File: src/rtl/srf_pkg.sv
// srf_pkg: shared types, constants and helper functions of the scan repulsive force block.
// Used by srf_div, srf_sqrt, srf_cordic and scan_repulsive_force_top; no dependencies.
`timescale 1ns / 1ps
package srf_pkg;

   // scan size and trig precision
   localparam int MAX_BEAMS       = 1024;
   localparam int TRIG_ITERATIONS = 16;
   localparam int BEAM_W          = $clog2(MAX_BEAMS + 1);

   // iterative unit step counts
   localparam int DIV_STEPS  = 40;
   localparam int SQRT_STEPS = 20;

   // CORDIC datapath width and start vector (0.6072529350 in Q2.30)
   localparam int TRIG_W = 33;
   localparam logic signed [TRIG_W-1:0] CORDIC_X0 = 33'sd652032874;

   // configuration register indexes
   localparam logic [7:0] CSR_GAIN     = 8'd0;
   localparam logic [7:0] CSR_DISTANCE = 8'd1;
   localparam logic [7:0] CSR_START    = 8'd2;
   localparam logic [7:0] CSR_STEP     = 8'd3;

   typedef enum logic [3:0] {
      ST_IDLE,
      ST_MAG_DIV,
      ST_MAG_SQRT,
      ST_MAG_MUL,
      ST_TRIG,
      ST_MUL_X,
      ST_MUL_Y,
      ST_ACC_Y,
      ST_MEAN_X_GO,
      ST_MEAN_X,
      ST_MEAN_Y_GO,
      ST_MEAN_Y,
      ST_EMIT
   } state_type;

   // divider request: remainder preload, dividend shifted in msb first
   typedef struct packed {
      logic        start;
      logic [31:0] rem_init;
      logic [39:0] dividend;
      logic [31:0] divisor;
   } div_req_type;

   // arctangent table, 32-bit binary angle
   function automatic logic signed [31:0] atan_entry(input logic [4:0] idx);
      logic signed [31:0] val;
      case (idx)
         5'd0:  val = 32'sd536870912;
         5'd1:  val = 32'sd316933406;
         5'd2:  val = 32'sd167458907;
         5'd3:  val = 32'sd85004756;
         5'd4:  val = 32'sd42667331;
         5'd5:  val = 32'sd21354465;
         5'd6:  val = 32'sd10679838;
         5'd7:  val = 32'sd5340245;
         5'd8:  val = 32'sd2670163;
         5'd9:  val = 32'sd1335087;
         5'd10: val = 32'sd667544;
         5'd11: val = 32'sd333772;
         5'd12: val = 32'sd166886;
         5'd13: val = 32'sd83443;
         5'd14: val = 32'sd41722;
         5'd15: val = 32'sd20861;
         5'd16: val = 32'sd10430;
         5'd17: val = 32'sd5215;
         5'd18: val = 32'sd2608;
         5'd19: val = 32'sd1304;
         5'd20: val = 32'sd652;
         5'd21: val = 32'sd326;
         5'd22: val = 32'sd163;
         5'd23: val = 32'sd81;
         default: val = 32'sd0;
      endcase
      return val;
   endfunction

   // saturate a mean quotient to 16 bits and restore the sign in 17 bits
   function automatic logic [16:0] mean_word(input logic [39:0] quot, input logic neg);
      logic [15:0] sat;
      logic [16:0] mag;
      sat = (|quot[39:16]) ? 16'hFFFF : quot[15:0];
      mag = {1'b0, sat};
      return neg ? (17'd0 - mag) : mag;
   endfunction

endpackage

File: src/rtl/srf_sqrt.sv
// srf_sqrt: digit-by-digit integer square root, one root bit per cycle.
// Depends on srf_pkg.
`timescale 1ns / 1ps
module srf_sqrt (
   input  logic        clock,
   input  logic        reset,
   input  logic        start,
   input  logic [39:0] value,
   output logic        done,
   output logic [19:0] root
);

   logic [39:0] val_ff, val_in;
   logic [20:0] rem_ff, rem_in;
   logic [19:0] root_ff, root_in;
   logic [4:0]  cnt_ff, cnt_in;
   logic        busy_ff, busy_in;
   logic        done_ff, done_in;
   logic [22:0] cur;
   logic [22:0] trial;
   logic [22:0] diff;
   logic        ge;

   // trial subtraction of 4*root+1
   always_comb begin
      cur   = {rem_ff, val_ff[39:38]};
      trial = {1'b0, root_ff, 2'b01};
      diff  = cur - trial;
      ge    = (cur >= trial);
   end

   always_comb begin
      val_in  = val_ff;
      rem_in  = rem_ff;
      root_in = root_ff;
      cnt_in  = cnt_ff;
      busy_in = busy_ff;
      done_in = 1'b0;
      if (start) begin
         val_in  = value;
         rem_in  = '0;
         root_in = '0;
         cnt_in  = '0;
         busy_in = 1'b1;
      end else if (busy_ff) begin
         val_in  = {val_ff[37:0], 2'b00};
         rem_in  = ge ? diff[20:0] : cur[20:0];
         root_in = {root_ff[18:0], ge};
         cnt_in  = cnt_ff + 5'd1;
         if (cnt_ff == 5'(srf_pkg::SQRT_STEPS - 1)) begin
            busy_in = 1'b0;
            done_in = 1'b1;
         end
      end
   end

   always_ff @(posedge clock) begin
      if (reset) begin
         busy_ff <= 1'b0;
         done_ff <= 1'b0;
         cnt_ff  <= '0;
      end else begin
         busy_ff <= busy_in;
         done_ff <= done_in;
         cnt_ff  <= cnt_in;
      end
      val_ff  <= val_in;
      rem_ff  <= rem_in;
      root_ff <= root_in;
   end

   assign done = done_ff;
   assign root = root_ff;

endmodule

File: config.mk
export PLATFORM = sky130hd
export DESIGN_NAME = srf_sqrt
export DESIGN_NICKNAME = d
export VERILOG_FILES = /design/src/rtl/srf_pkg.sv /design/src/rtl/srf_sqrt.sv
export SDC_FILE = /design/constraint.sdc
export NUM_CORES = 1
export LEC_CHECK = 0
export BUFFER_PORTS_ARGS = -buffer_cell sky130_fd_sc_hd__buf_2
export CORE_MARGIN = 1
export CORE_UTILIZATION = 40
export DETAILED_ROUTE_END_ITERATION = 7
export PLACE_DENSITY = 0.73
export SLEW_MARGIN = 40
export SYNTH_ARGS = -nofsm -noshare
export SYNTH_HDL_FRONTEND = slang
export SYNTH_SLANG_ARGS = --single-unit
File: constraint.sdc
create_clock -name clock -period 2.4 [get_ports clock]
set_input_delay 0.48 -clock clock [delete_from_list [all_inputs] [get_ports clock]]
set_output_delay 0.48 -clock clock [all_outputs]
set_load 0.05 [all_outputs]
=== Yosys cells after proc, flatten, opt, wreduce, memory -nomap -nowiden ===
Index checks and enable logic that the tools add are counted.

* Flip-flop bits (word level): 88
* Input bits: 43
* Output and inout bits: 21
* Word-level logic and storage cells: 21

* $add $sub $neg: 2
* $lt $le $gt $ge: 1
* Equal/unequal tests: 1
* Multiplexer cells: 7
* Bitwise logic cells: 1
* Reduce and logical (&&, ||, !) cells: 3

{| class="wikitable"
|+ Operator list
! cell !! count
|-
| two-way mux 40 bit || 2
|-
| greater-or-equal comparator 23 x 22 -> 1 bit || 1
|-
| two-way mux 21 bit || 1
|-
| subtractor 21 bit || 1
|-
| adder 5 x 1 -> 5 bit (second input constant) || 1
|-
| equality test 5 bit (second input constant) || 1
|-
| two-way mux 1 bit || 4
|-
| OR reduction 3 bit || 1
|-
| nonzero test 2 bit || 1
|-
| OR reduction 2 bit || 1
|-
| NOT 1 bit || 1
|}

=== Logic depth before layout (Yosys ltp) ===
* Depth in word-level cells: 4
* Gate-level depth with buffers: 11
* Mapped depth without buffers: 9

=== Least setup slack after synthesis ===
No wires, ideal clock.

* Path kind: reg2reg
* Start: register root_ff[13], in the netlist root[13]
* End: register rem_ff[18]
* Setup time: 129 ps
* Arrival time: 2457 ps
* Required time: 2271 ps
* Slack: -186 ps
* Stages on the path, launching flop included: 11
* Path buffers: 1
* Clock period less this slack: 2586 ps
* Cells stage by stage: dfxtp_1 inv_1 ha_1 and3_2 nand2_1 or3_1 o21bai_2 o22ai_2 clkbuf_1 a32oi_1 o31ai_1

* Longest elaborated chain between the ends: 2
* Elaborated cells between the ends (all ways): 3
* Classes of those cells: add/sub (1); order compare (1); mux (1)

{| class="wikitable"
|+ RTL lines
! item !! line !! text
|-
| start, declared || srf_sqrt.sv:15 || <nowiki>logic [19:0] root_ff, root_in;</nowiki>
|-
| start signal, assigned || srf_sqrt.sv:69 || <nowiki>root_ff <= root_in;</nowiki>
|-
| subtractor 21 bit or greater-or-equal comparator 23 x 22 -> 1 bit (tied branches) || srf_sqrt.sv:28, srf_sqrt.sv:29 ||
|-
| two-way mux 21 bit * || srf_sqrt.sv:47 || <nowiki>rem_in = ge ? diff[20:0] : cur[20:0];</nowiki>
|-
| end signal, assigned || srf_sqrt.sv:68 || <nowiki>rem_ff <= rem_in;</nowiki>
|-
| end, declared || srf_sqrt.sv:14 || <nowiki>logic [20:0] rem_ff, rem_in;</nowiki>
|}

Every way passes the cells marked *; elsewhere a longest branch is shown, timed or not.
A chain may end at the register's enable or synchronous reset.

=== Final worst setup path ===
* Start: register root_ff[7], in the netlist root[7]
* End: register rem_ff[7]

* Longest elaborated chain between the ends: 2

{| class="wikitable"
|+ RTL lines
! item !! line !! text
|-
| greater-or-equal comparator 23 x 22 -> 1 bit || srf_sqrt.sv:29 || <nowiki>ge = (cur >= trial);</nowiki>
|-
| two-way mux 21 bit || srf_sqrt.sv:47 ||
|}

No other way between the ends.

==> flow_metrics.py <==
metrics = {
    "detailed_routing": {
        "drc": 0,
        "vias_per_cell": 5.39,
        "wl_per_cell_um": 15.6,
        "first_iter_violations": 276,
        "wl_um": 10400,
        "via_count": 3607,
        "dr.pass1.iters": 4,
        "postRouteAntennaNets": 0,
    },
    "worst_setup_path": {
        "cp_data_arrival_time_ns": 2.58,
        "path_max_fanout": 8,
        "crit_type": "register to register",
        "r2r_cells": 11,
        "cp.depth": 11,
        "worstSetupStartpointType": "register",
        "worstPathCellList": "inv_1 -> ha_4 -> and4_4 -> and3_1 -> o2111ai_1 -> o211ai_1 -> buf_4 -> o22ai_4 -> clkbuf_16 -> mux2i_1 -> a211oi_1",
        "critPathTopFamily": "compound AO/OA/AOI/OAI gates",
        "end_kind": "register",
        "path_buf_inv": 3,
        "max_stage_delay_ns": 0.36,
        "critPathSlowestCell": "dfxtp_2",
        "required_ns": 2.62,
    },
    "cts": {
        "clkSinkCount": 88,
        "cts_tree": "built",
        "cts_buffers": 9,
        "cts_buffer_depth": 2,
        "root_buffer": "clkbuf_16",
        "clkSlewWorstSetupHoldPaths_ns": 0.07,
        "ctsHtreeMaxLevel": 3,
        "clock_latency_ns": 0.35,
    },
    "grt": {
        "grt_pass1_vias": 3472,
        "grt-ovfl-total": 0,
        "antenna_found_initial": 0,
        "grt_pass1_wl_um": 16200,
        "grt_usage_pct": 17.4,
        "grt_max_degree": 41,
    },
    "sta": {
        "max_slew.worst_pin.slew_ns": 0.794,
        "maxSlewViolCount": 0,
        "slew_headroom_pct": 46.9,
        "fin_crit_ns": 2.36,
        "setup_tns_ns": 0,
        "finalCritPeriodShare_pct": 98.2,
        "hold_viol": 0,
        "finalSetupViolCount": 0,
        "fmax_ghz": 0.424,
        "fin_skew_ns": 0.00894,
    },
    "synthesis": {
        "yosysMostFrequentCell": "dfxtp_1",
        "yosys-top-cells-count": "48 x dfxtp_1, 42 x nor2_1, 40 x edfxtp_1, 40 x mux2_2, 31 x mux2i_1",
        "synth_area_um2": 4680,
        "synth_top_area_share_pct": 25.6,
        "synth_edf_count": 40,
        "syn_nets": 506,
        "synth.distinct_cells": 52,
        "synth_flop_cell": "dfxtp_1",
        "synth.avg_cell_area_um2": 10.6,
        "ys_async_sr_fraction_pct": 0,
        "synth_area_leader_cell": "edfxtp_1",
        "synth_top_cells_by_area": "edfxtp_1 26%, dfxtp_1 21%, mux2_2 9.6%, mux2i_1 6.6%, ha_1 6.1%",
        "netlist_instances": 440,
        "synth_sequential_area_ratio_pct": 46.2,
        "yosys_warnings": 0,
        "ys_ff_latch": 88,
    },
    "power_and_ir_drop": {
        "report.power.total_mw": 7.92,
        "p_leak_nw": 2.34,
        "vdd_drop_max_mv": 1.02,
        "power_density_nw_per_um2": 1340,
    },
    "flow_run": {
        "max_cap_violations": 0,
    },
    "die": {
        "core_area_um2": 11400,
        "rows": 39,
        "start_util_pct": 41.0,
        "die_w_um": 110,
        "dieArea_um2": 12100,
        "pin_count": 64,
        "die_h_um": 110,
    },
    "worst_hold_path": {
        "holdPathStages": 2,
        "hold_path_class": "primary input to register",
    },
    "run_status": {
        "status": "complete, no violations",
    },
    "placed_design": {
        "hpwl_um": 7000,
        "gp_congestion": 0.919,
        "port_buffers": 63,
    },
    "cells_and_area": {
        "fin_nets": 587,
        "area_growth_pct": 26.3,
        "drive_gt1_share_pct": 37.8,
        "antenna_cells": 0,
        "final_core_util_pct": 51.8,
    },
}
-- placed cells by master (no fill, tap or decap), drive strengths merged, types with 2 or more instances in the layout --
master   n
nand2   18
a31oi    2
a21oi   19
buf     91
mux2    40
inv     28
a32oi    3
a211o    2
a211oi  10
xor2    12
o21bai   3
o31ai    2
nand3b   2
clkbuf  11
a32o     2
and2     4
nor2b    2
o211ai   8
nor2    42
nand4    7
o21a     2
mux2i   31
and3     2
a21o     5
xnor2   10
nand3    8
clkinv   3
ha      23
o311ai   5
nand2b   5
o21ai   17
edfxtp  40
dfxtp   48
nor3     5
-- flip-flops by register name (all words and copies together) (netlist names) --
| signal | count |
|---|---|
| done | 1 |
| busy_ff | 1 |
| val_ff | 40 |
| cnt_ff | 5 |
| rem_ff | 21 |
| root | 20 |
-- report_power, final --
group | internal (mW) | switching, mW | total [mW]
clock | 0.831 | 0.649 | 1.48
combinational | 2.29 | 2.20 | 4.49
sequential | 1.79 | 0.161 | 1.95
total | 4.91 | 3.01 | 7.92
-- cell type report --
| cell class | instances | area, µm² |
|---|---|---|
| clock buffer | 9 | 225 |
| inverter | 25 | 93.8 |
| tap | 143 | 179 |
| clock inverter | 7 | 87.6 |
| multi-input combinational | 304 | 2550 |
| sequential | 88 | 2190 |
| fill | 992 | 5510 |
| timing repair buffer | 93 | 592 |
-- layer usage --
metal | vias up | GRT usage, % | part of all wire (%)
li1 | 1773 | - | -
met1 | 1690 | 21.5 | 44
met2 | 113 | 26.8 | 46
met3 | 31 | 6.47 | 7.4
met4 | 0 | 8.46 | 2.6
met5 | - | 0 | 0
-- stage by stage --
stage	cell area [µm²]	setup WS, ns	hold slack (ns)	cells
finish	5910	0.0425	0.291	669
global route	5910	-0.0599	0.291	669
CTS	5600	0.0174	0.287	662
detailed placement	5290	0.0165	0.469	646
global placement	5290	0.0626	0.451	646
floorplan	4710	0.00385	0.436	440
-- worst register-to-register path: cells and delay by family, from the launching register on --
family | cells | cell delay [ns]
compound gates | 4 | 0.57
fa+ha+maj | 1 | 0.26
buf+inv | 3 | 0.47
flops | 1 | 0.36
mux | 1 | 0.19
simple gates | 2 | 0.39
-- cells by family (layout without fill, tap and decap cells) --
group           count (synthesis)  count (layout)  share of synthesized area, %
compound gates                 87              87                          12.7
xor+xnor                       22              22                          4.11
fa+ha+maj                      23              23                          6.14
buf+inv                        48             134                          4.14
flops                          88              88                          46.2
mux                            71              71                          16.2
simple gates                  101             101                          10.4
-- timing repair --
| action | 4_1_cts | 5_1_grt |
|---|---|---|
| setup buffers | 0 | 5 |
| hold buffers | 0 | 0 |
| endpoints found under the setup margin | 0 | 22 |
| resized for setup | 0 | 34 |
-- final timing paths --
path                                 start    endpoint  slack, ns
worst max-delay path               root[7]   rem_ff[7]       0.04
worst min-delay path                 reset     busy_ff       0.29
worst max register to register     root[7]   rem_ff[7]       0.04
worst min register to register  rem_ff[19]  rem_ff[19]       0.51
Note: power is estimated with default switching activity, not from simulation.
