$ cat src/rtl/srf_pkg.sv
// srf_pkg: shared types, constants and helper functions of the scan repulsive force block.
// Used by srf_div, srf_sqrt, srf_cordic and scan_repulsive_force_top; no dependencies.
`timescale 1ns / 1ps
package srf_pkg;

   // scan size and trig precision
   localparam int MAX_BEAMS       = 1024;
   localparam int TRIG_ITERATIONS = 16;
   localparam int BEAM_W          = $clog2(MAX_BEAMS + 1);

   // iterative unit step counts
   localparam int DIV_STEPS  = 40;
   localparam int SQRT_STEPS = 20;

   // CORDIC datapath width and start vector (0.6072529350 in Q2.30)
   localparam int TRIG_W = 33;
   localparam logic signed [TRIG_W-1:0] CORDIC_X0 = 33'sd652032874;

   // configuration register indexes
   localparam logic [7:0] CSR_GAIN     = 8'd0;
   localparam logic [7:0] CSR_DISTANCE = 8'd1;
   localparam logic [7:0] CSR_START    = 8'd2;
   localparam logic [7:0] CSR_STEP     = 8'd3;

   typedef enum logic [3:0] {
      ST_IDLE,
      ST_MAG_DIV,
      ST_MAG_SQRT,
      ST_MAG_MUL,
      ST_TRIG,
      ST_MUL_X,
      ST_MUL_Y,
      ST_ACC_Y,
      ST_MEAN_X_GO,
      ST_MEAN_X,
      ST_MEAN_Y_GO,
      ST_MEAN_Y,
      ST_EMIT
   } state_type;

   // divider request: remainder preload, dividend shifted in msb first
   typedef struct packed {
      logic        start;
      logic [31:0] rem_init;
      logic [39:0] dividend;
      logic [31:0] divisor;
   } div_req_type;

   // arctangent table, 32-bit binary angle
   function automatic logic signed [31:0] atan_entry(input logic [4:0] idx);
      logic signed [31:0] val;
      case (idx)
         5'd0:  val = 32'sd536870912;
         5'd1:  val = 32'sd316933406;
         5'd2:  val = 32'sd167458907;
         5'd3:  val = 32'sd85004756;
         5'd4:  val = 32'sd42667331;
         5'd5:  val = 32'sd21354465;
         5'd6:  val = 32'sd10679838;
         5'd7:  val = 32'sd5340245;
         5'd8:  val = 32'sd2670163;
         5'd9:  val = 32'sd1335087;
         5'd10: val = 32'sd667544;
         5'd11: val = 32'sd333772;
         5'd12: val = 32'sd166886;
         5'd13: val = 32'sd83443;
         5'd14: val = 32'sd41722;
         5'd15: val = 32'sd20861;
         5'd16: val = 32'sd10430;
         5'd17: val = 32'sd5215;
         5'd18: val = 32'sd2608;
         5'd19: val = 32'sd1304;
         5'd20: val = 32'sd652;
         5'd21: val = 32'sd326;
         5'd22: val = 32'sd163;
         5'd23: val = 32'sd81;
         default: val = 32'sd0;
      endcase
      return val;
   endfunction

   // saturate a mean quotient to 16 bits and restore the sign in 17 bits
   function automatic logic [16:0] mean_word(input logic [39:0] quot, input logic neg);
      logic [15:0] sat;
      logic [16:0] mag;
      sat = (|quot[39:16]) ? 16'hFFFF : quot[15:0];
      mag = {1'b0, sat};
      return neg ? (17'd0 - mag) : mag;
   endfunction

endpackage

$ cat src/rtl/srf_cordic.sv
// srf_cordic: rotation-mode CORDIC, one micro-rotation per cycle, cos and sin in Q2.30.
// Depends on srf_pkg.
`timescale 1ns / 1ps
module srf_cordic (
   input  logic                                clock,
   input  logic                                reset,
   input  logic                                start,
   input  logic [15:0]                         angle,
   output logic                                done,
   output logic signed [srf_pkg::TRIG_W-1:0]   cos_out,
   output logic signed [srf_pkg::TRIG_W-1:0]   sin_out
);

   logic signed [srf_pkg::TRIG_W-1:0] x_ff, x_in;
   logic signed [srf_pkg::TRIG_W-1:0] y_ff, y_in;
   logic signed [srf_pkg::TRIG_W-1:0] z_ff, z_in;
   logic signed [srf_pkg::TRIG_W-1:0] x_sh, y_sh, atan_ext;
   logic        flip_ff, flip_in;
   logic [4:0]  cnt_ff, cnt_in;
   logic        busy_ff, busy_in;
   logic        done_ff, done_in;
   logic [15:0] quarter;
   logic [15:0] folded;
   logic        flip_now;

   // fold into [-1/4, 1/4) turn
   always_comb begin
      quarter  = angle + 16'h4000;
      flip_now = quarter[15];
      folded   = flip_now ? (angle ^ 16'h8000) : angle;
   end

   // shifted terms, arithmetic shift floors toward minus infinity
   always_comb begin
      x_sh     = x_ff >>> cnt_ff;
      y_sh     = y_ff >>> cnt_ff;
      atan_ext = srf_pkg::TRIG_W'(srf_pkg::atan_entry(cnt_ff));
   end

   always_comb begin
      x_in    = x_ff;
      y_in    = y_ff;
      z_in    = z_ff;
      flip_in = flip_ff;
      cnt_in  = cnt_ff;
      busy_in = busy_ff;
      done_in = 1'b0;
      if (start) begin
         x_in    = srf_pkg::CORDIC_X0;
         y_in    = '0;
         z_in    = {folded[15], folded, 16'd0};
         flip_in = flip_now;
         cnt_in  = '0;
         busy_in = 1'b1;
      end else if (busy_ff) begin
         if (!z_ff[srf_pkg::TRIG_W-1]) begin
            x_in = x_ff - y_sh;
            y_in = y_ff + x_sh;
            z_in = z_ff - atan_ext;
         end else begin
            x_in = x_ff + y_sh;
            y_in = y_ff - x_sh;
            z_in = z_ff + atan_ext;
         end
         cnt_in = cnt_ff + 5'd1;
         if (cnt_ff == 5'(srf_pkg::TRIG_ITERATIONS - 1)) begin
            busy_in = 1'b0;
            done_in = 1'b1;
         end
      end
   end

   always_ff @(posedge clock) begin
      if (reset) begin
         busy_ff <= 1'b0;
         done_ff <= 1'b0;
         cnt_ff  <= '0;
      end else begin
         busy_ff <= busy_in;
         done_ff <= done_in;
         cnt_ff  <= cnt_in;
      end
      x_ff    <= x_in;
      y_ff    <= y_in;
      z_ff    <= z_in;
      flip_ff <= flip_in;
   end

   // undo the half-turn fold
   assign cos_out = flip_ff ? -x_ff : x_ff;
   assign sin_out = flip_ff ? -y_ff : y_ff;
   assign done    = done_ff;

endmodule

$ cat config.mk
export PLATFORM = sky130hd
export DESIGN_NAME = srf_cordic
export DESIGN_NICKNAME = d
export VERILOG_FILES = /design/src/rtl/srf_pkg.sv /design/src/rtl/srf_cordic.sv
export SDC_FILE = /design/constraint.sdc
export NUM_CORES = 1
export LEC_CHECK = 0
export ABC_AREA = 1
export BUFFER_PORTS_ARGS = -buffer_cell sky130_fd_sc_hd__buf_2
export CAP_MARGIN = 10
export CORE_MARGIN = 3
export CORE_UTILIZATION = 55
export CTS_BUF_LIST = sky130_fd_sc_hd__clkbuf_4 sky130_fd_sc_hd__clkbuf_8 sky130_fd_sc_hd__clkbuf_16
export CTS_CLUSTER_SIZE = 14
export DETAILED_ROUTE_END_ITERATION = 10
export GPL_TIMING_DRIVEN = 0
export PLACE_DENSITY = 0.76
export REMOVE_ABC_BUFFERS = 1
export SYNTH_ARGS = -nofsm -noshare
export SYNTH_HDL_FRONTEND = slang
export SYNTH_SLANG_ARGS = --single-unit
$ cat constraint.sdc
create_clock -name clock -period 9.5 [get_ports clock]
set_input_delay 1.9 -clock clock [delete_from_list [all_inputs] [get_ports clock]]
set_output_delay 1.9 -clock clock [all_outputs]
set_load 0.005 [all_outputs]
[Yosys cells after proc, flatten, opt, wreduce, memory -nomap -nowiden]
Memories as Yosys holds them, arrays and structs flattened. A register that Yosys moved wholly into a read port is not among the register bits.
Index checks and enable logic that the tools add are counted.
Word-level totals
  flip-flop bits (word level): 107
  ROM bits: 960
  input port bits: 19
  output and inout bits: 67
  memories kept: 1
Memories
  (no name shown): words 32, width 30, rd ports 1, clocked after Yosys merged registers in 1, wr ports 0, line srf_pkg.sv:52  | case (idx)
Cells by class
  $add $sub $neg: 10
  eq/ne operators: 1
  shift operators: 2
  mux-type cells: 14
  bitwise logic cells: 2
  reduce and logical (&&, ||, !) cells: 3
Operator list (count)
  $mux W33: 7
  $add A33 B33 Y33: 2
  $neg A33 Y33: 2
  $sshr A33 B5 Y33: 2
  $sub A33 B33 Y33: 2
  $add A33 B32 Y33: 1
  $sub A33 B32 Y33: 1
  $add A16 B15 Y16 const B: 1
  $mux W16: 1
  $mux W5: 2
  $add A5 B1 Y5 const B: 1
  $eq A5 B4 Y1 const B: 1
  $mux W1: 4
  $reduce_or A3 Y1: 1
  $not A1 Y1: 2
  $reduce_bool A2 Y1: 1
  $reduce_or A2 Y1: 1

[Longest topological paths before layout]
  word-level depth: 4
  gate-level depth with buffers: 36
  depth with buffers taken out: 34

[Least setup slack after synthesis]
No wires, ideal clock.
  path kind: flip-flop to flip-flop
  from: reg cnt_ff[0]
  to: reg x_ff[23] (netlist bit)
  library setup time: 0.115 ns
  arrival: 3.949 ns
  data required time: 9.385 ns
  setup slack: 5.436 ns
  stages on the path, launching flop included: 29
  path buffers: 2
  path through: dfxtp_1 -> buf_6 -> buf_2 -> nand2_1 -> nand3_1 -> nand3_1 -> nand3_1 -> o21ai_1 -> or2_2 -> nand2_1 -> inv_1 -> ha_1 -> nand3_2 -> nand2_1 -> xor2_1 -> inv_1 -> ha_1 -> a21o_1 -> a21oi_1 -> o21ai_0 -> a21boi_0 -> inv_1 -> nand2_1 -> nand2_1 -> a21boi_0 -> o21ai_0 -> a21oi_1 -> o21ai_0 -> o21a_1
Between the ends
  cells in the longest elaborated chain, start to end: 3
  elaborated cells on any way between the ends: 4
RTL lines
  from (decl): line srf_cordic.sv:19  | logic [4:0] cnt_ff, cnt_in;
  from (signal assigned): line srf_cordic.sv:81  | cnt_ff <= cnt_in;
  $sshr A33 B5 Y33 (*): line srf_cordic.sv:36  | y_sh = y_ff >>> cnt_ff;
  $sub A33 B33 Y33 or $add A33 B33 Y33 (tied branches): line srf_cordic.sv:57, srf_cordic.sv:61
  $mux W33 (*): line srf_cordic.sv:56  | if (!z_ff[srf_pkg::TRIG_W-1]) begin
  to (signal assigned): line srf_cordic.sv:83  | x_ff <= x_in;
  to (decl): line srf_cordic.sv:14  | logic signed [srf_pkg::TRIG_W-1:0] x_ff, x_in;
Mark *: on every way between the ends. The rest lies on a longest branch, timed or not.
A chain may end at the register's enable or synchronous reset.

[Worst setup path in the final report]
  from: reg cnt_ff[1]
  to: reg x_ff[27] (netlist bit)
Same word-level chain as after synthesis.

==> results.md <==
* Hold_sp: z_ff[13]$_SDFFE_PP0P_
* CTS hold repair buffers at 0
* CP Class: reg -> reg
* Clock Skew at 0.01099 ns
* Global-route wire length before repair at 93.14 mm
* Area grow syn2layout at 6.487%
* Layout cell share with drive strength beyond 1 at 8.037%
* Met3 Usage GRT at 4.263%
* Port Buffer Count at 85
* TritonCTS clock tree: done
* Endpoints failing hold at 0
* CP Capture Type: flop
* GRT met2 Usage at 53.29%
* Max stage delay on crit path at 0.79 ns
* Via count at 19800
* N_diodes at 0
* RR Startpoint: cnt_ff[1]$_SDFFE_PP0P_
* IO Pins at 86
* Detailed Route WL at 58.71 mm
* Post-synthesis cell type count at 60
* Num CTS Buffers at 17
* Mean area per synthesized cell at 6.013 um2
* EDFF count, synth at 18
* Overflow after GRT at 0
* Maximum vdd drop at 0.2263 mV
* Final setup TNS at 0 ns
* Final Power at 5.961 mW
* Vias per cell at 5.964
* Post-Syn Area at 0.01755 mm2
* Post-synthesis sequential area ratio at 16.65%
* Final slew viol count at 0
* ANT nets after route at 0
* CP max stage cell: inv_2
* Async set-reset flop share out of synthesis at 0%
* Number of fill cells in the layout at 3117
* Routability Congestion at 0.9737
* Pin count of the biggest net entering global routing at 68
* Inst Count DP at 3288
* Pwr dens at 318.9 mW/mm2
* Std cell rows at 64
* Die Y at 184.6 um
* Final worst setup slack at 3.098 ns
* Fin crit share at 67.39%
* DRC at 0
* Most numerous cell on the critical path: nand2_1
* Setup violators final at 0
* H-Tree Level Count at 4
* Clk_lat worst skew at 0.47 ns
* Number of global-route vias before repair at 18020
* Fin cells at 3320
* Hold Crit Depth at 2
* Startpoint types: flop
* Gr busiest metal: met2
* Iter 0 DRT Violations at 1919
* Top_reg_cell synth: dfxtp_1
* Sequential Area at 0.002929 mm2
* GRT Overall Usage at 33.85%
* # resized after CTS at 0
* CORE AREA at 0.03099 mm2
* Crit path DAT at 6.79 ns
* FF+latch count, synth at 137
* Reg clk slew, reported paths at 0.07 ns
* Pre-antenna DRT Iters at 6
* Horiz. Die Dim at 184.6 um
* WP data required at 9.89 ns
* Crit-path max FO at 63
* Hold Path Class: reg -> reg
* Multi-input gate area at 0.01291 mm2
* Crit path time final at 6.402 ns
* Hpwl dp at 46.10 mm
* Area of the die at 0.03409 mm2
* Root buf cell: clkbuf_16
* Pre-CTS WS at 3.287 ns
* Slew margin rel. at 19.81%
* Hold path endpoint: z_ff[13]$_SDFFE_PP0P_
* Initial antenna violation count at 0
* Worst R2R Path Depth at 33
* Max cap viols at 0
* Yosys warns at 0
* Layout Nets at 3044
* Max Clock Freq at 156.2 MHz
* Status: finished clean
* # Post-CTS Setup Buffers at 0
* Deepest clock path buffer count at 2
* Unrepaired setup endpoints after global routing: false
* Lkg Pwr at 9.146 nW
* R2r setup slk at 3.10 ns
* Starting density of the core at 56.64%
* Wire per inst at 17.68 um
* Mapped Cells at 2919
* Slew @ Worst Pin at 1.202 ns
* GR Util met1 at 47.90%
* Reg2reg end: x_ff[27]$_SDFFE_PP0P_
* Clock Sinks at 137
cells in the final DEF (no fill, tap or decap), types with 15 or more instances in the layout:
cell,instances
dfxtp_1,114
nand2_2,28
buf_2,85
nor3_1,44
o21ai_0,174
nor2_1,238
a21oi_1,174
o21a_1,15
xnor2_1,58
nand2_1,726
edfxtp_1,18
nor4_1,15
inv_2,15
a31oi_1,27
o22ai_1,26
clkbuf_16,17
xor2_1,139
nand3_1,389
nand4_1,27
inv_1,277
o21ai_1,38
ha_1,111
registers in the layout, indices dropped and copies added, names as in the netlist:
| name | flops |
|---|---|
| y_ff | 33 |
| flip_ff | 1 |
| x_ff | 33 |
| z_ff | 33 |
| cnt_ff | 5 |
| atan_ext | 30 |
| busy_ff | 1 |
| done | 1 |
metal layers:
layer  part of all wire, %  vias up
met4                   3.1        0
met1                    46     9085
met2                    43      841
met3                   7.7      109
li1                      -     9767
met5                     0        -
metrics by stage:
step / hold WS [ns] / instance area [um2] / utilization [%]
final: 0.4761 / 18690 / 60.32
after global routing: 0.4954 / 18690 / 60.32
after CTS: 0.4728 / 18690 / 60.32
after detailed placement: 0.4520 / 18090 / 58.39
after global placement: 0.4465 / 17850 / 57.60
after floorplan: 0.4347 / 16930 / -
worst max-delay path by stage:
| stage | start | to |
|---|---|---|
| after floorplan | cnt_ff[1]$_SDFFE_PP0P_ | x_ff[23]$_SDFFE_PP1P_ |
| after global placement | start | z_ff[25]$_DFFE_PP_ |
| after detailed placement | cnt_ff[1]$_SDFFE_PP0P_ | x_ff[27]$_SDFFE_PP0P_ |
| after CTS | cnt_ff[1]$_SDFFE_PP0P_ | x_ff[27]$_SDFFE_PP0P_ |
| after global routing | cnt_ff[1]$_SDFFE_PP0P_ | x_ff[27]$_SDFFE_PP0P_ |
| final | cnt_ff[1]$_SDFFE_PP0P_ | x_ff[27]$_SDFFE_PP0P_ |
area by class of cell:
cell class              instances  area share (%)
clock buffers                  17           2.276
clock inverters                15          0.9238
inverters                     294           5.931
multi-input cells            2366           69.08
flip-flops and latches        137           15.67
well taps                     396           2.651
repair buffers                 95           3.467
critical path: cells and delay by family, from the launching register on:
family	cells	cell delay, ns
buffers and inverters	8	1.56
adders and majority gates	2	0.54
DFF	1	0.54
and+or+nand+nor	15	1.77
AOI/OAI and AO/OA	7	1.65
xor gates and xnor gates	1	0.21
kinds of logic after synthesis:
kind of cell / synth area share, %
AND/OR/NAND/NOR: 38.31
flip-flops: 16.65
adder cells (fa/ha/maj): 8.254
AO/OA/AOI/OAI: 17.08
XOR/XNOR: 9.830
buffers and inverters: 9.872
report_power, final:
group	internal (mW)	leakage (nW)	switching, mW
clock	0.375	0.293	0.326
sequential	0.727	1.17	0.300
combinational	1.54	7.69	2.69
total	2.64	9.15	3.32
cell usage after synthesis, types with 5 or more instances:
master | count | area share, %
xor2_1 | 139 | 6.9
buf_1 | 10 | 0.21
xnor2_1 | 58 | 2.9
nand4_1 | 27 | 0.96
a31oi_1 | 27 | 0.96
nor4_1 | 15 | 0.53
nor3_1 | 44 | 1.3
nor2_2 | 11 | 0.39
o31ai_1 | 11 | 0.47
nor2_4 | 5 | 0.32
clkbuf_1 | 46 | 0.98
o21ai_1 | 38 | 1.1
nor2_1 | 240 | 5.1
dfxtp_1 | 119 | 14
a21o_1 | 7 | 0.30
o211ai_1 | 5 | 0.21
inv_2 | 11 | 0.24
nand3_1 | 389 | 11
o22ai_1 | 26 | 0.93
edfxtp_1 | 18 | 3.1
o21ai_0 | 174 | 5.0
a21boi_0 | 8 | 0.34
buf_2 | 46 | 1.3
inv_1 | 281 | 6.0
o221ai_1 | 7 | 0.35
nand3_2 | 11 | 0.63
nand2_1 | 726 | 16
or2_2 | 10 | 0.36
buf_4 | 11 | 0.47
o21a_1 | 15 | 0.64
nor3_2 | 8 | 0.46
a21oi_1 | 174 | 5.0
ha_1 | 111 | 7.9
buf_6 | 9 | 0.58
nand2_2 | 28 | 1.0
(Power assumes the default switching activity.)
