## src/rtl/srf_pkg.sv

```systemverilog
// srf_pkg: shared types, constants and helper functions of the scan repulsive force block.
// Used by srf_div, srf_sqrt, srf_cordic and scan_repulsive_force_top; no dependencies.
`timescale 1ns / 1ps
package srf_pkg;

   // scan size and trig precision
   localparam int MAX_BEAMS       = 1024;
   localparam int TRIG_ITERATIONS = 16;
   localparam int BEAM_W          = $clog2(MAX_BEAMS + 1);

   // iterative unit step counts
   localparam int DIV_STEPS  = 40;
   localparam int SQRT_STEPS = 20;

   // CORDIC datapath width and start vector (0.6072529350 in Q2.30)
   localparam int TRIG_W = 33;
   localparam logic signed [TRIG_W-1:0] CORDIC_X0 = 33'sd652032874;

   // configuration register indexes
   localparam logic [7:0] CSR_GAIN     = 8'd0;
   localparam logic [7:0] CSR_DISTANCE = 8'd1;
   localparam logic [7:0] CSR_START    = 8'd2;
   localparam logic [7:0] CSR_STEP     = 8'd3;

   typedef enum logic [3:0] {
      ST_IDLE,
      ST_MAG_DIV,
      ST_MAG_SQRT,
      ST_MAG_MUL,
      ST_TRIG,
      ST_MUL_X,
      ST_MUL_Y,
      ST_ACC_Y,
      ST_MEAN_X_GO,
      ST_MEAN_X,
      ST_MEAN_Y_GO,
      ST_MEAN_Y,
      ST_EMIT
   } state_type;

   // divider request: remainder preload, dividend shifted in msb first
   typedef struct packed {
      logic        start;
      logic [31:0] rem_init;
      logic [39:0] dividend;
      logic [31:0] divisor;
   } div_req_type;

   // arctangent table, 32-bit binary angle
   function automatic logic signed [31:0] atan_entry(input logic [4:0] idx);
      logic signed [31:0] val;
      case (idx)
         5'd0:  val = 32'sd536870912;
         5'd1:  val = 32'sd316933406;
         5'd2:  val = 32'sd167458907;
         5'd3:  val = 32'sd85004756;
         5'd4:  val = 32'sd42667331;
         5'd5:  val = 32'sd21354465;
         5'd6:  val = 32'sd10679838;
         5'd7:  val = 32'sd5340245;
         5'd8:  val = 32'sd2670163;
         5'd9:  val = 32'sd1335087;
         5'd10: val = 32'sd667544;
         5'd11: val = 32'sd333772;
         5'd12: val = 32'sd166886;
         5'd13: val = 32'sd83443;
         5'd14: val = 32'sd41722;
         5'd15: val = 32'sd20861;
         5'd16: val = 32'sd10430;
         5'd17: val = 32'sd5215;
         5'd18: val = 32'sd2608;
         5'd19: val = 32'sd1304;
         5'd20: val = 32'sd652;
         5'd21: val = 32'sd326;
         5'd22: val = 32'sd163;
         5'd23: val = 32'sd81;
         default: val = 32'sd0;
      endcase
      return val;
   endfunction

   // saturate a mean quotient to 16 bits and restore the sign in 17 bits
   function automatic logic [16:0] mean_word(input logic [39:0] quot, input logic neg);
      logic [15:0] sat;
      logic [16:0] mag;
      sat = (|quot[39:16]) ? 16'hFFFF : quot[15:0];
      mag = {1'b0, sat};
      return neg ? (17'd0 - mag) : mag;
   endfunction

endpackage

```

## src/rtl/srf_div.sv

```systemverilog
// srf_div: restoring divider, one quotient bit per cycle, shared by magnitude and mean.
// Depends on srf_pkg.
`timescale 1ns / 1ps
module srf_div (
   input  logic                clock,
   input  logic                reset,
   input  srf_pkg::div_req_type req,
   output logic                done,
   output logic [39:0]         quotient
);

   logic [31:0] rem_ff, rem_in;
   logic [39:0] dvd_ff, dvd_in;
   logic [31:0] den_ff, den_in;
   logic [39:0] quot_ff, quot_in;
   logic [5:0]  cnt_ff, cnt_in;
   logic        busy_ff, busy_in;
   logic        done_ff, done_in;
   logic [32:0] trial;
   logic [32:0] diff;
   logic        ge;

   // one trial subtraction
   always_comb begin
      trial = {rem_ff, dvd_ff[39]};
      diff  = trial - {1'b0, den_ff};
      ge    = (trial >= {1'b0, den_ff});
   end

   // step sequencing
   always_comb begin
      rem_in  = rem_ff;
      dvd_in  = dvd_ff;
      den_in  = den_ff;
      quot_in = quot_ff;
      cnt_in  = cnt_ff;
      busy_in = busy_ff;
      done_in = 1'b0;
      if (req.start) begin
         rem_in  = req.rem_init;
         dvd_in  = req.dividend;
         den_in  = req.divisor;
         quot_in = '0;
         cnt_in  = '0;
         busy_in = 1'b1;
      end else if (busy_ff) begin
         rem_in  = ge ? diff[31:0] : trial[31:0];
         dvd_in  = {dvd_ff[38:0], 1'b0};
         quot_in = {quot_ff[38:0], ge};
         cnt_in  = cnt_ff + 6'd1;
         if (cnt_ff == 6'(srf_pkg::DIV_STEPS - 1)) begin
            busy_in = 1'b0;
            done_in = 1'b1;
         end
      end
   end

   always_ff @(posedge clock) begin
      if (reset) begin
         busy_ff <= 1'b0;
         done_ff <= 1'b0;
         cnt_ff  <= '0;
      end else begin
         busy_ff <= busy_in;
         done_ff <= done_in;
         cnt_ff  <= cnt_in;
      end
      rem_ff  <= rem_in;
      dvd_ff  <= dvd_in;
      den_ff  <= den_in;
      quot_ff <= quot_in;
   end

   assign done     = done_ff;
   assign quotient = quot_ff;

endmodule

```

## config.mk

```make
export PLATFORM = sky130hd
export DESIGN_NAME = srf_div
export DESIGN_NICKNAME = d
export VERILOG_FILES = /design/src/rtl/srf_pkg.sv /design/src/rtl/srf_div.sv
export SDC_FILE = /design/constraint.sdc
export NUM_CORES = 1
export LEC_CHECK = 0
export BUFFER_PORTS_ARGS = -buffer_cell sky130_fd_sc_hd__buf_2
export CORE_UTILIZATION = 51
export CTS_CLUSTER_DIAMETER = 150
export DETAILED_ROUTE_END_ITERATION = 8
export MAX_ROUTING_LAYER = met4
export PLACE_DENSITY_LB_ADDON = 0.25
export SYNTH_ARGS = -nofsm -noshare
export SYNTH_HDL_FRONTEND = slang
export SYNTH_SLANG_ARGS = --single-unit
export TNS_END_PERCENT = 30
```

## constraint.sdc

```tcl
create_clock -name clock -period 2.8 [get_ports clock]
set_input_delay 0.42 -clock clock [delete_from_list [all_inputs] [get_ports clock]]
set_output_delay 0.42 -clock clock [all_outputs]
set_load 0.05 [all_outputs]
```

# --- Word level (Yosys, flattened, before mapping) ---
# Index checks and enable logic that the tools add are counted.
classes:
  order_cmp: 1
  addsub: 2
  muxes: 9
  bitwise_logic: 1
  eq_ne: 1
  reduce_logical: 3
ops:
  columns: ["operator", "n"]
  rows:
  - ["2-to-1 mux 32 bit", 3]
  - ["2-to-1 mux 40 bit", 2]
  - [">= comparator 33 x 32 -> 1 bit", 1]
  - ["subtractor 32 bit", 1]
  - ["adder 6 x 1 -> 6 bit, second input constant", 1]
  - ["equality test 6 bit, second input constant", 1]
  - ["2-to-1 mux 1 bit", 4]
  - ["OR reduction 3 bit", 1]
  - ["nonzero test 2 bit", 1]
  - ["OR reduction 2 bit", 1]
  - ["inverter 1 bit", 1]
totals:
  inputBits: 107
  out_inout_bits: 41
  wordCells: 24
  reg_bits: 152

# --- Depth between registers and ports, before layout ---
# Gate-level depths: netlist (run 1).
depth:
  word_depth: 4
  ltp_mapped: 14
  ltp_nobuf: 13

# --- Least setup slack after synthesis (run 1) ---
# No wires, ideal clock.
synth_timing:
  path_kind: "input to register"
  start: "input port req[104] (netlist bit)"
  end: "register dvd_ff[0], enable pin"
  setup_slack_ps: -199
  required_ps: 2058
  path_buffers: 2
  arrival_ps: 2257
  setup_ps: 742
  stages: 4
  path_cell_list: "clkbuf_1 -> inv_1 -> clkbuf_1 -> nand2_1"
synth_between:
  elab_chain_len: 1
synth_lines:
  columns: ["element", "line", "text"]
  rows:
  - ["start, declared", "srf_div.sv:7", "input srf_pkg::div_req_type req,"]
  - ["nonzero test 2 bit (no source line)", null, null]
  - ["end signal, assigned", "srf_div.sv:69", "dvd_ff <= dvd_in;"]
  - ["end, declared", "srf_div.sv:13", "logic [39:0] dvd_ff, dvd_in;"]
# Every way passes these cells.
# A chain may end at the register's enable or synchronous reset.

# --- Final worst setup path (run 1) ---
layout_timing:
  start: "register rem_ff[10]"
  end: "register rem_ff[26] (data pin)"
layout_between:
  elab_chain_len: 4
  elab_cells_between_ends: 5
  classes_between: "1 x add/sub; 1 x order compare; 3 x mux"
layout_lines:
  columns: ["element", "line", "text"]
  rows:
  - ["start, declared", "srf_div.sv:12", "logic [31:0] rem_ff, rem_in;"]
  - ["start signal, assigned", "srf_div.sv:68", "rem_ff <= rem_in;"]
  - ["subtractor 32 bit / >= comparator 33 x 32 -> 1 bit (equally long branches)", "srf_div.sv:26, srf_div.sv:27", null]
  - ["2-to-1 mux 32 bit *", "srf_div.sv:47", "rem_in = ge ? diff[31:0] : trial[31:0];"]
  - ["2-to-1 mux 32 bit *", "srf_div.sv:46", "end else if (busy_ff) begin"]
  - ["2-to-1 mux 32 bit *", "srf_div.sv:39", "if (req.start) begin"]
  - ["named net rem_in[26]", "srf_div.sv:12", null]
# Mark *: on every way through the listed nets, which the timed path passes. The rest lies on a longest branch. The select of a mux whose other input is x is not followed.

==> out/summary.txt, run 1 <==
total gr overflow - 0
CP Data Arrival Time - 3250 ps
TritonRoute pass-1 iters - 4
H-tree depth - 4
CTS Hold Bufs - 0
PD cells - 812 mW/mm²
crit path from - rem_ff[10]
final worst setup slack - -177 ps
Final Critical Period - 2980 ps
post-synthesis instance area - 0.00784 mm²
worst min-delay path endpoint - busy_ff
Max Fanout on Critical Path - 7
Ports - 148
HP Start - reset
final setup fails - 29
clock transition at the registers of the reported paths - 70 ps
Cell Chain, Critical Path - ha_4 > a21o_1 > a21oi_2 > o211ai_1 > o21a_1 > o31a_4 > a21oi_4 > buf_6 > buf_12 > nor3b_1 > mux2_4 > nor2_2
Tcrit/Tclk final - 106%
status - finished with violations
Clock Skews - 10.2 ps
total CTS buffers - 17
Net Count, Synth - 842
starting density of the core - 53.1%
Area Growth Syn to Fin - 35.1%
Worst setup SP type - flop
CP peak stage delay - 450 ps
critical path type - reg -> reg
Ys Warns - 0
Multi-input gate area - 0.00385 mm²
clk sinks - 152
TritonCTS clock tree - yes
Top delay family on crit path - compound AO/OA/AOI/OAI gates
Filler cells - 1104
syn avg cell area - 11.2 µm²
Post-synth ARST share - 0%
Diodes inserted - 0
die width - 126 µm
leakage power - 4.61 nW
DR DRC count - 0
FF-to-FF setup slack - -180 ps
Syn Inst Count - 701
first-pass GRT wire length - 30500 µm
Final HPWL DP - 12800 µm
CP max stage cell - edfxtp_1
Buffers on Ports - 147
wire length per cell - 16.8 µm
MaxCap Viol Count - 0
vias after detailed routing - 6151
GRT Overall Usage - 25.2%
failing checks - negative setup slack
vias in the first global route - 6417
Max Freq - 336 MHz
core area - 0.0148 mm²
register bit total from synthesis - 152
Peak VDD IR - 534 µV
final WL - 19000 µm
total chip power - 8.60 mW
final hold vios - 0
Critical R2R Capture - rem_ff[26]
worst path bufs/invs - 2
die height - 126 µm
WHS Path Cells - 2
Crit path required time - 3080 ps
Worst R2R Path Depth - 12
Seq/Total Area, Yosys - 52.1%
number of DRC markers in iteration 0 - 345
Worst slew margin - 53.3%
layout cells sized above 1 - 42.8%
initial antenna violation count - 0
final max-slew violation count - 0
FP Rows - 44
fin util - 71.7%
Final ANT Viol Nets - 0
unrepaired setup endpoints after global routing - yes
Most used DFF post-synth - edfxtp_1
Setup WS pre-CTS - -365 ps
CTS Buffer Depth - 2
synth unique cells - 59
worst skew pair latency - 430 ps
Slew @ Worst Pin - 701 ps
Hold Crit Class - in -> reg
CP Capture Type - flop
vias per inst - 5.43
die area - 0.0159 mm²
register area - 0.00409 mm²
Clock Tree Root - clkbuf_16
GPL Wtd Cong - 0.888
EDFF count, synth - 104
largest net degree at the start of global routing - 48
Worst R2R Start - rem_ff[10]
worst hold slack - 142 ps
Final nets - 1076
-- registers in the layout (all words and copies together) (netlist names) --
signal    count
dvd_ff       40
quotient     40
den_ff       32
rem_ff       32
cnt_ff        6
busy_ff       1
done          1
-- synthesized netlist by cell type, drive strengths merged (2+ instances only) --
| library cell | count | area [µm²] |
|---|---|---|
| inv | 43 | 161 |
| nor2b | 3 | 18.8 |
| mux2 | 49 | 552 |
| a211oi | 9 | 67.6 |
| or3 | 3 | 18.8 |
| o21ai | 37 | 189 |
| nor3b | 3 | 22.5 |
| xor2 | 15 | 131 |
| nor2 | 69 | 259 |
| nand3 | 11 | 55.1 |
| a21boi | 2 | 15.0 |
| a31oi | 6 | 43.8 |
| buf | 22 | 121 |
| dfxtp | 48 | 961 |
| o21a | 11 | 82.6 |
| o21bai | 2 | 15.0 |
| or2 | 3 | 18.8 |
| ha | 33 | 413 |
| a21o | 17 | 128 |
| and3 | 8 | 50.1 |
| a221o | 3 | 30.0 |
| nand2b | 2 | 12.5 |
| nor4 | 2 | 12.5 |
| edfxtp | 104 | 3120 |
| o211ai | 6 | 45.0 |
| and2 | 2 | 12.5 |
| a21oi | 44 | 243 |
| mux2i | 44 | 440 |
| clkbuf | 13 | 48.8 |
| nor3 | 5 | 25.0 |
| nand4 | 4 | 25.0 |
| xnor2 | 15 | 131 |
| a41oi | 2 | 17.5 |
| nand2 | 44 | 165 |
-- layer usage --
metal / track usage [%] / wire length [µm] / vias up
met1: 29.2 / 7920 / 2932
met3: 5.90 / 955 / 44
li1: - / - / 3010
met5: - / 0 / -
met4: 8.29 / 521 / 0
met2: 43.0 / 9610 / 165
-- placed cells by master, fill, tap and decap left out, types with 6 or more instances in the layout --
cell type,synthesis,routed
a21oi_1,40,27
o21ai_2,1,8
xnor2_1,15,15
o211ai_1,6,6
a21oi_2,3,14
edfxtp_1,104,104
a21o_1,17,17
o21a_1,11,11
mux2_4,0,6
nor2_1,69,64
ha_4,0,12
nand3_1,11,9
buf_2,7,146
mux2i_1,44,44
o21ai_0,34,19
dfxtp_1,48,47
nand2_1,44,40
buf_4,2,84
xor2_1,15,14
inv_1,43,39
o21ai_1,2,10
buf_6,3,11
mux2_2,49,43
and3_1,8,8
clkbuf_16,0,18
ha_1,33,19
-- worst reg2reg max path, delay by kind of cell, from the launching register on --
| kind | cells | cell delay [ps] |
|---|---|---|
| AO/OA/AOI/OAI | 6 | 1350 |
| adder cells (fa/ha/maj) | 1 | 260 |
| buffers and inverters | 2 | 300 |
| flip-flops | 1 | 450 |
| multiplexers | 1 | 290 |
| AND/OR/NAND/NOR | 2 | 170 |
-- final cells by class --
| class | count | area share (%) |
|---|---|---|
| inverters | 43 | 1.53 |
| clock buffers | 19 | 4.19 |
| multi-input cells | 471 | 36.4 |
| repair buffers | 250 | 15.9 |
| clock inverters | 13 | 1.21 |
| flip-flops and latches | 152 | 38.6 |
| well taps | 184 | 2.18 |
-- per-stage QoR --
stage | std cells | cell area, µm² | TNS, ps
6_report | 1132 | 10600 | -2670
2_1_floorplan | 701 | 7840 | -160
3_3_place_gp | 1072 | 9240 | -3180
3_5_place_dp | 1072 | 9240 | -5510
5_1_grt | 1132 | 10600 | -6650
4_1_cts | 1119 | 10300 | -1030
-- report_power, final --
part	leakage (nW)	switching, mW	internal (mW)
clock network	0.284	1.01	1.20
registers	1.42	0.145	2.72
logic	2.90	1.70	1.82
total	4.61	2.86	5.74
-- cell families (layout without fill, tap and decap cells) --
family                     Yosys count  in the layout  share of synthesized area (%)
and+or+nand+nor                    164            164                           9.45
DFF                                152            152                           52.1
AOI/OAI and AO/OA                  150            150                           12.6
muxes                               93             93                           12.7
buffers and inverters               78            325                           4.23
adders and majority gates           34             34                           5.53
xor gates and xnor gates            30             30                           3.35
-- worst max-delay path by stage --
| stage | to | cells past startpoint |
|---|---|---|
| final | rem_ff[26] | 12 |
| after CTS | rem_ff[24] | 13 |
| after global placement | rem_ff[28] | 13 |
| after detailed placement | rem_ff[24] | 13 |
| after floorplan | rem_ff[24] | 13 |
| after global routing | rem_ff[26] | 12 |
-- repair_timing --
action | 4_1_cts | 5_1_grt
pin swaps | 28 | 31
gates cloned | 2 | 1
setup endpoints to repair | 30 | 31
resized for setup | 58 | 53
setup buffers | 13 | 12
Power figures use the tool's default switching activity.
==> inputs of run 2 (changes only) <==
--- a/config.mk
+++ b/config.mk
@@ -7,5 +7,5 @@
 export LEC_CHECK = 0
 export BUFFER_PORTS_ARGS = -buffer_cell sky130_fd_sc_hd__buf_2
-export CORE_UTILIZATION = 51
+export CORE_UTILIZATION = 56
 export CTS_CLUSTER_DIAMETER = 150
 export DETAILED_ROUTE_END_ITERATION = 8
==> constraint.sdc (replaced) <==
create_clock -name clock -period 2.9 [get_ports clock]
set_input_delay 0.435 -clock clock [delete_from_list [all_inputs] [get_ports clock]]
set_output_delay 0.435 -clock clock [all_outputs]
set_load 0.1 [all_outputs]
==> run 2 against run 1 <==
The flow still finishes with violations (negative setup slack). Non-clock buffer count fell by 38. Clock skew rose by 2.5 ps. Final area fell by 5.2%. Critical path depth fell by 1. Count of clock-buffer cells in the layout rose by 1.
==> out/summary.txt, run 2 (same netlist as run 1, synthesis figures left out) <==
status - finished with violations (unchanged)
failing checks - negative setup slack (unchanged)
Ports - 148 (unchanged)
wire length per cell - 16.9 µm (was 16.8 µm)
total chip power - 7.77 mW (was 8.60 mW)
final max-slew violation count - 0 (unchanged)
die height - 120 µm (was 126 µm)
leakage power - 4.35 nW (was 4.61 nW)
Slew @ Worst Pin - 574 ps (was 701 ps)
worst hold slack - 158 ps (was 142 ps)
CP Capture Type - flop (unchanged)
CP peak stage delay - 460 ps (was 450 ps)
Crit path required time - 3080 ps (about the same)
Worst setup SP type - flop (unchanged)
CP max stage cell - or4_1 (was edfxtp_1)
first-pass GRT wire length - 29000 µm (was 30500 µm)
layout cells sized above 1 - 37.4% (was 42.8%)
clk sinks - 152 (unchanged)
Area Growth Syn to Fin - 28.1% (was 35.1%)
Critical R2R Capture - rem_ff[24] (was rem_ff[26])
number of DRC markers in iteration 0 - 356 (was 345)
Final Critical Period - 2950 ps (was 2980 ps)
Worst R2R Path Depth - 11 (was 12)
die width - 120 µm (was 126 µm)
TritonCTS clock tree - yes (unchanged)
Clock Skews - 12.7 ps (was 10.2 ps)
Worst R2R Start - rem_ff[7] (was rem_ff[10])
Worst slew margin - 61.8% (was 53.3%)
final worst setup slack - -50.5 ps (was -177 ps)
initial antenna violation count - 0 (unchanged)
Clock Tree Root - clkbuf_16 (unchanged)
final setup fails - 3 (was 29)
largest net degree at the start of global routing - 85 (was 48)
most common cell after layout, fill and taps aside - buf_2 (unchanged)
FP Rows - 42 (was 44)
worst skew pair latency - 430 ps (about the same)
CP Data Arrival Time - 3130 ps (was 3250 ps)
unrepaired setup endpoints after global routing - yes (unchanged)
WHS Path Cells - 2 (unchanged)
critical path type - reg -> reg (unchanged)
total CTS buffers - 17 (unchanged)
fin util - 74.6% (was 71.7%)
clock transition at the registers of the reported paths - 60 ps (was 70 ps)
final hold vios - 0 (unchanged)
GPL Wtd Cong - 0.926 (was 0.888)
MaxCap Viol Count - 0 (unchanged)
starting density of the core - 58.2% (was 53.1%)
Peak VDD IR - 637 µV (was 534 µV)
most frequent cells in the layout - buf_2 (146), edfxtp_1 (104), nor2_1 (67), buf_4 (58), mux2_2 (49) (was buf_2 (146), edfxtp_1 (104), buf_4 (84), nor2_1 (64), dfxtp_1 (47))
Final ANT Viol Nets - 0 (unchanged)
Max Freq - 339 MHz (was 336 MHz)
H-tree depth - 4 (unchanged)
FF-to-FF setup slack - -50 ps (was -180 ps)
vias after detailed routing - 6059 (was 6151)
Final HPWL DP - 12500 µm (was 12800 µm)
TritonRoute pass-1 iters - 5 (was 4)
HP Start - reset (unchanged)
total gr overflow - 0 (unchanged)
DR DRC count - 0 (unchanged)
final WL - 18300 µm (was 19000 µm)
Final nets - 1038 (was 1076)
die area - 0.0145 mm² (was 0.0159 mm²)
core area - 0.0135 mm² (was 0.0148 mm²)
Buffers on Ports - 147 (unchanged)
vias in the first global route - 6150 (was 6417)
worst min-delay path endpoint - busy_ff (unchanged)
placed cell areas - 0.00909 mm² (was 0.00924 mm²)
PD cells - 774 mW/mm² (was 812 mW/mm²)
Hold Crit Class - in -> reg (unchanged)
Final Cell Area - 0.0100 mm² (was 0.0106 mm²)
GRT Overall Usage - 26.5% (was 25.2%)
Diodes inserted - 0 (unchanged)
Cell Chain, Critical Path - ha_4 > nand3_4 > or3_1 > a31oi_1 > o21a_1 > o31a_4 > a21oi_4 > buf_12 > buf_16 > or4_1 > nor3b_1 (was ha_4 > a21o_1 > a21oi_2 > o211ai_1 > o21a_1 > o31a_4 > a21oi_4 > buf_6 > buf_12 > nor3b_1 > mux2_4 > nor2_2)
CTS Buffer Depth - 2 (unchanged)
Max Fanout on Critical Path - 6 (was 7)
vias per inst - 5.58 (was 5.43)
Tcrit/Tclk final - 102% (was 106%)
-- run 2: changes by cell type in the layout (fill, tap and decap cells not counted), moves of 6 or more --
cell and change:
mux2_2 +6, a21oi_2 -6, buf_6 -11, buf_4 -26
a21oi_1 +7, mux2_4 -6, o21ai_0 +10
-- run 2: stage by stage --
stage | setup TNS (ps) | worst slack, ps | cells
final | -77.3 | -50.5 | 1086
after global routing | -1890 | -150 | 1086
after CTS | -18.7 | -18.7 | 1083
after global placement | -876 | -146 | 1042
after detailed placement | -2060 | -250 | 1042
after floorplan | -60.1 | -60.1 | 701
-- run 2: power breakdown --
| group | total (mW) | switching [mW] | internal, mW |
|---|---|---|---|
| Combinational | 2.86 | 1.44 | 1.42 |
| Clock | 2.14 | 0.947 | 1.19 |
| Sequential | 2.76 | 0.139 | 2.62 |
| Total | 7.77 | 2.53 | 5.24 |
-- run 2: final cells by class --
cell class,instances,area (µm²)
clock buffers,20,467
clock inverters,12,105
multi-input cells,471,3660
repair buffers,212,1340
flip-flops and latches,152,4090
fillers,1005,3420
inverters,43,161
well taps,176,220
-- run 2: per-layer routing --
metal  global-route usage [%]  part of all wire (%)  wire (µm)  vias to the layer above
met5                        -                     0          0                        -
met4                     9.72                   2.2        402                        0
met3                     6.08                   5.5       1020                       34
met2                     45.8                    51       9340                      179
met1                     30.0                    41       7570                     2905
li1                         -                     -          -                     2941
-- run 2: critical path, delay by kind of cell (launching register included) --
kind                     cells  cell delay, ps
AO/OA/AOI/OAI                4             610
adder cells (fa/ha/maj)      1             330
buffers and inverters        2             270
flip-flops                   1             440
AND/OR/NAND/NOR              4            1050
-- run 2: worst max path at each step --
stage	from	end	slack (ps)	cells past startpoint
floorplan	dvd_ff[39]	rem_ff[24]	-60	13
global placement	dvd_ff[39]	rem_ff[24]	-150	13
detailed placement	dvd_ff[39]	rem_ff[24]	-250	13
CTS	rem_ff[7]	rem_ff[24]	-20	11
global route	den_ff[1]	rem_ff[11]	-150	13
finish	rem_ff[7]	rem_ff[24]	-50	11
-- run 2: timing repair --
action	4_1_cts	5_1_grt
endpoints found under the setup margin	25	30
buffers inserted	7	3
pin swaps	12	10
resized for setup	27	17
cloned	2	0
hold buffers	0	0
==> inputs of run 3 (changes only) <==
Settings changed: CAP_MARGIN set to 15, RECOVER_POWER set to 50.
==> run 3 against run 2 <==
The flow still finishes with violations (negative setup slack). Sequential share of layout area increased by 0.079 points. Setup slack about the same. Sequential power about the same. Die area unchanged. Critical path depth unchanged. Power about the same. Global-route usage unchanged. Fmax about the same. Combinational power about the same. Largest power group unchanged. Count of clock-buffer cells in the layout unchanged.
==> out/summary.txt, run 3 (same netlist as run 1, synthesis figures left out) <==
status - finished with violations (unchanged)
failing checks - negative setup slack (unchanged)
internal power - 5.24 mW (about the same)
Sw Share - 32.6% (about the same)
H-tree depth - 4 (unchanged)
Slew @ Worst Pin - 1390 ps (was 574 ps)
first-pass GRT wire length - 29000 µm (unchanged)
die area - 0.0145 mm² (unchanged)
wire length per cell - 16.9 µm (about the same)
CP Capture Type - flop (unchanged)
vias after detailed routing - 6085 (was 6059)
worst path bufs/invs - 2 (unchanged)
final WL - 18300 µm (about the same)
MaxCap Viol Count - 0 (unchanged)
final max-slew violation count - 0 (unchanged)
most common cell after layout, fill and taps aside - buf_2 (unchanged)
Peak VDD IR - 635 µV (was 637 µV)
Hold Crit Class - in -> reg (unchanged)
leakage power - 4.34 nW (was 4.35 nW)
GRT Overall Usage - 26.5% (unchanged)
CP Data Arrival Time - 3130 ps (about the same)
crit path from - rem_ff[7] (unchanged)
Cell Chain, Critical Path - ha_4 > nand3_4 > or3_1 > a31oi_1 > o21a_1 > o31a_4 > a21oi_4 > buf_12 > buf_16 > or4_1 > nor3b_1 (unchanged)
TritonCTS clock tree - yes (unchanged)
Final ANT Viol Nets - 0 (unchanged)
CTS Buffer Depth - 2 (unchanged)
DP Cell Count - 1042 (unchanged)
PD cells - 776 mW/mm² (was 774 mW/mm²)
TritonRoute pass-1 iters - 5 (unchanged)
die height - 120 µm (unchanged)
Buffers on Ports - 147 (unchanged)
die width - 120 µm (unchanged)
CP max stage cell - or4_1 (unchanged)
Reg power frac - 35.6% (about the same)
unrepaired setup endpoints after global routing - yes (unchanged)
CP peak stage delay - 460 ps (about the same)
FP Rows - 42 (unchanged)
Worst R2R Start - rem_ff[7] (unchanged)
net switching power - 2.53 mW (about the same)
critical path type - reg -> reg (unchanged)
Tcrit/Tclk final - 102% (about the same)
starting density of the core - 58.2% (unchanged)
initial antenna violation count - 0 (unchanged)
final setup fails - 3 (unchanged)
Worst slew margin - 7.63% (was 61.8%)
Worst setup SP type - flop (unchanged)
Setup WS pre-CTS - -250 ps (unchanged)
Final HPWL DP - 12500 µm (unchanged)
most frequent cells in the layout - buf_2 (146), edfxtp_1 (104), nor2_1 (67), buf_4 (57), mux2_2 (49) (was buf_2 (146), edfxtp_1 (104), nor2_1 (67), buf_4 (58), mux2_2 (49))
largest net degree at the start of global routing - 85 (unchanged)
Diodes inserted - 0 (unchanged)
vias in the first global route - 6150 (unchanged)
GPL Wtd Cong - 0.926 (unchanged)
final hold vios - 0 (unchanged)
core area - 0.0135 mm² (unchanged)
Max Fanout on Critical Path - 6 (unchanged)
Max Freq - 339 MHz (about the same)
total gr overflow - 0 (unchanged)
Clock Skews - 13.4 ps (was 12.7 ps)
Top delay family on crit path - simple AND/OR/NAND/NOR gates (unchanged)
Final nets - 1038 (unchanged)
total CTS buffers - 17 (unchanged)
fin util - 74.4% (was 74.6%)
clock transition at the registers of the reported paths - 70 ps (was 60 ps)
HP Start - reset (unchanged)
Clock Tree Root - clkbuf_16 (unchanged)
Crit path required time - 3080 ps (about the same)
worst skew pair latency - 430 ps (about the same)
clock share of power - 27.6% (about the same)
post-route insts no fill - 1086 (unchanged)
number of DRC markers in iteration 0 - 291 (was 356)
Ports - 148 (unchanged)
Logic pwr share - 36.8% (was 36.9%)
DR DRC count - 0 (unchanged)
CTS Hold Bufs - 0 (unchanged)
Final Cell Area - 0.0100 mm² (about the same)
vias per inst - 5.60 (was 5.58)
Final Critical Period - 2950 ps (about the same)
total chip power - 7.77 mW (about the same)
clk sinks - 152 (unchanged)
placed cell areas - 0.00909 mm² (unchanged)
Area Growth Syn to Fin - 27.8% (was 28.1%)
layout cells sized above 1 - 37.0% (was 37.4%)
final worst setup slack - -50.4 ps (was -50.5 ps)
[run 3: cell count changes in the layout (fill, tap and decap cells not counted), sizes merged]
cell	change
buf	-2
clkbuf	+2
[run 3: final timing paths]
check            endpoint  slack, ps  cells past startpoint
min               busy_ff        160                      2
max            rem_ff[24]        -50                     11
min reg2reg  quotient[39]        500                      2
max reg2reg    rem_ff[24]        -50                     11
[run 3: worst register-to-register path, delay by kind of cell (launching register included)]
kind,cells,cell delay [ps]
simple gates,4,1050
compound gates,4,620
flops,1,440
fa+ha+maj,1,330
buf+inv,2,270
[run 3: power groups by stage]
stage          combinational (mW)  sequential [mW]  clock [mW]
6_report                     2.86             2.77        2.14
5_1_grt                      3.09             2.79        2.24
4_1_cts                      2.75             2.76        2.17
3_5_place_dp                 2.46             2.78           0
3_3_place_gp                 2.40             2.77           0
2_1_floorplan                1.69             2.76           0
[run 3: metrics by stage]
step                setup TNS (ps)  hold WS [ps]
floorplan                    -60.1           443
global placement              -876           468
detailed placement           -2060           487
CTS                          -18.7           149
global route                 -1890           160
finish                       -94.9           165
[run 3: layout make-up]
class | count | area (µm²)
Sequential cell | 152 | 4080
Multi-Input combinational cell | 471 | 3650
Fill cell | 1010 | 3440
Timing Repair Buffer | 212 | 1320
Clock buffer | 20 | 467
Tap cell | 176 | 220
Inverter | 43 | 161
Clock inverter | 12 | 105
[run 3: timing repair]
| item | CTS | global route |
|---|---|---|
| cloned | 2 | 0 |
| buffers inserted | 7 | 3 |
| endpoints found under the setup margin | 25 | 30 |
| pin swaps | 12 | 10 |
| gates resized for setup | 27 | 17 |
[run 3: per-layer routing]
layer | vias up | global-route usage, % | part of all wire [%]
met3 | 36 | 6.08 | 5.4
met4 | 0 | 9.72 | 2.3
met5 | - | - | 0
li1 | 2936 | - | -
met2 | 189 | 45.8 | 51
met1 | 2924 | 30.0 | 41
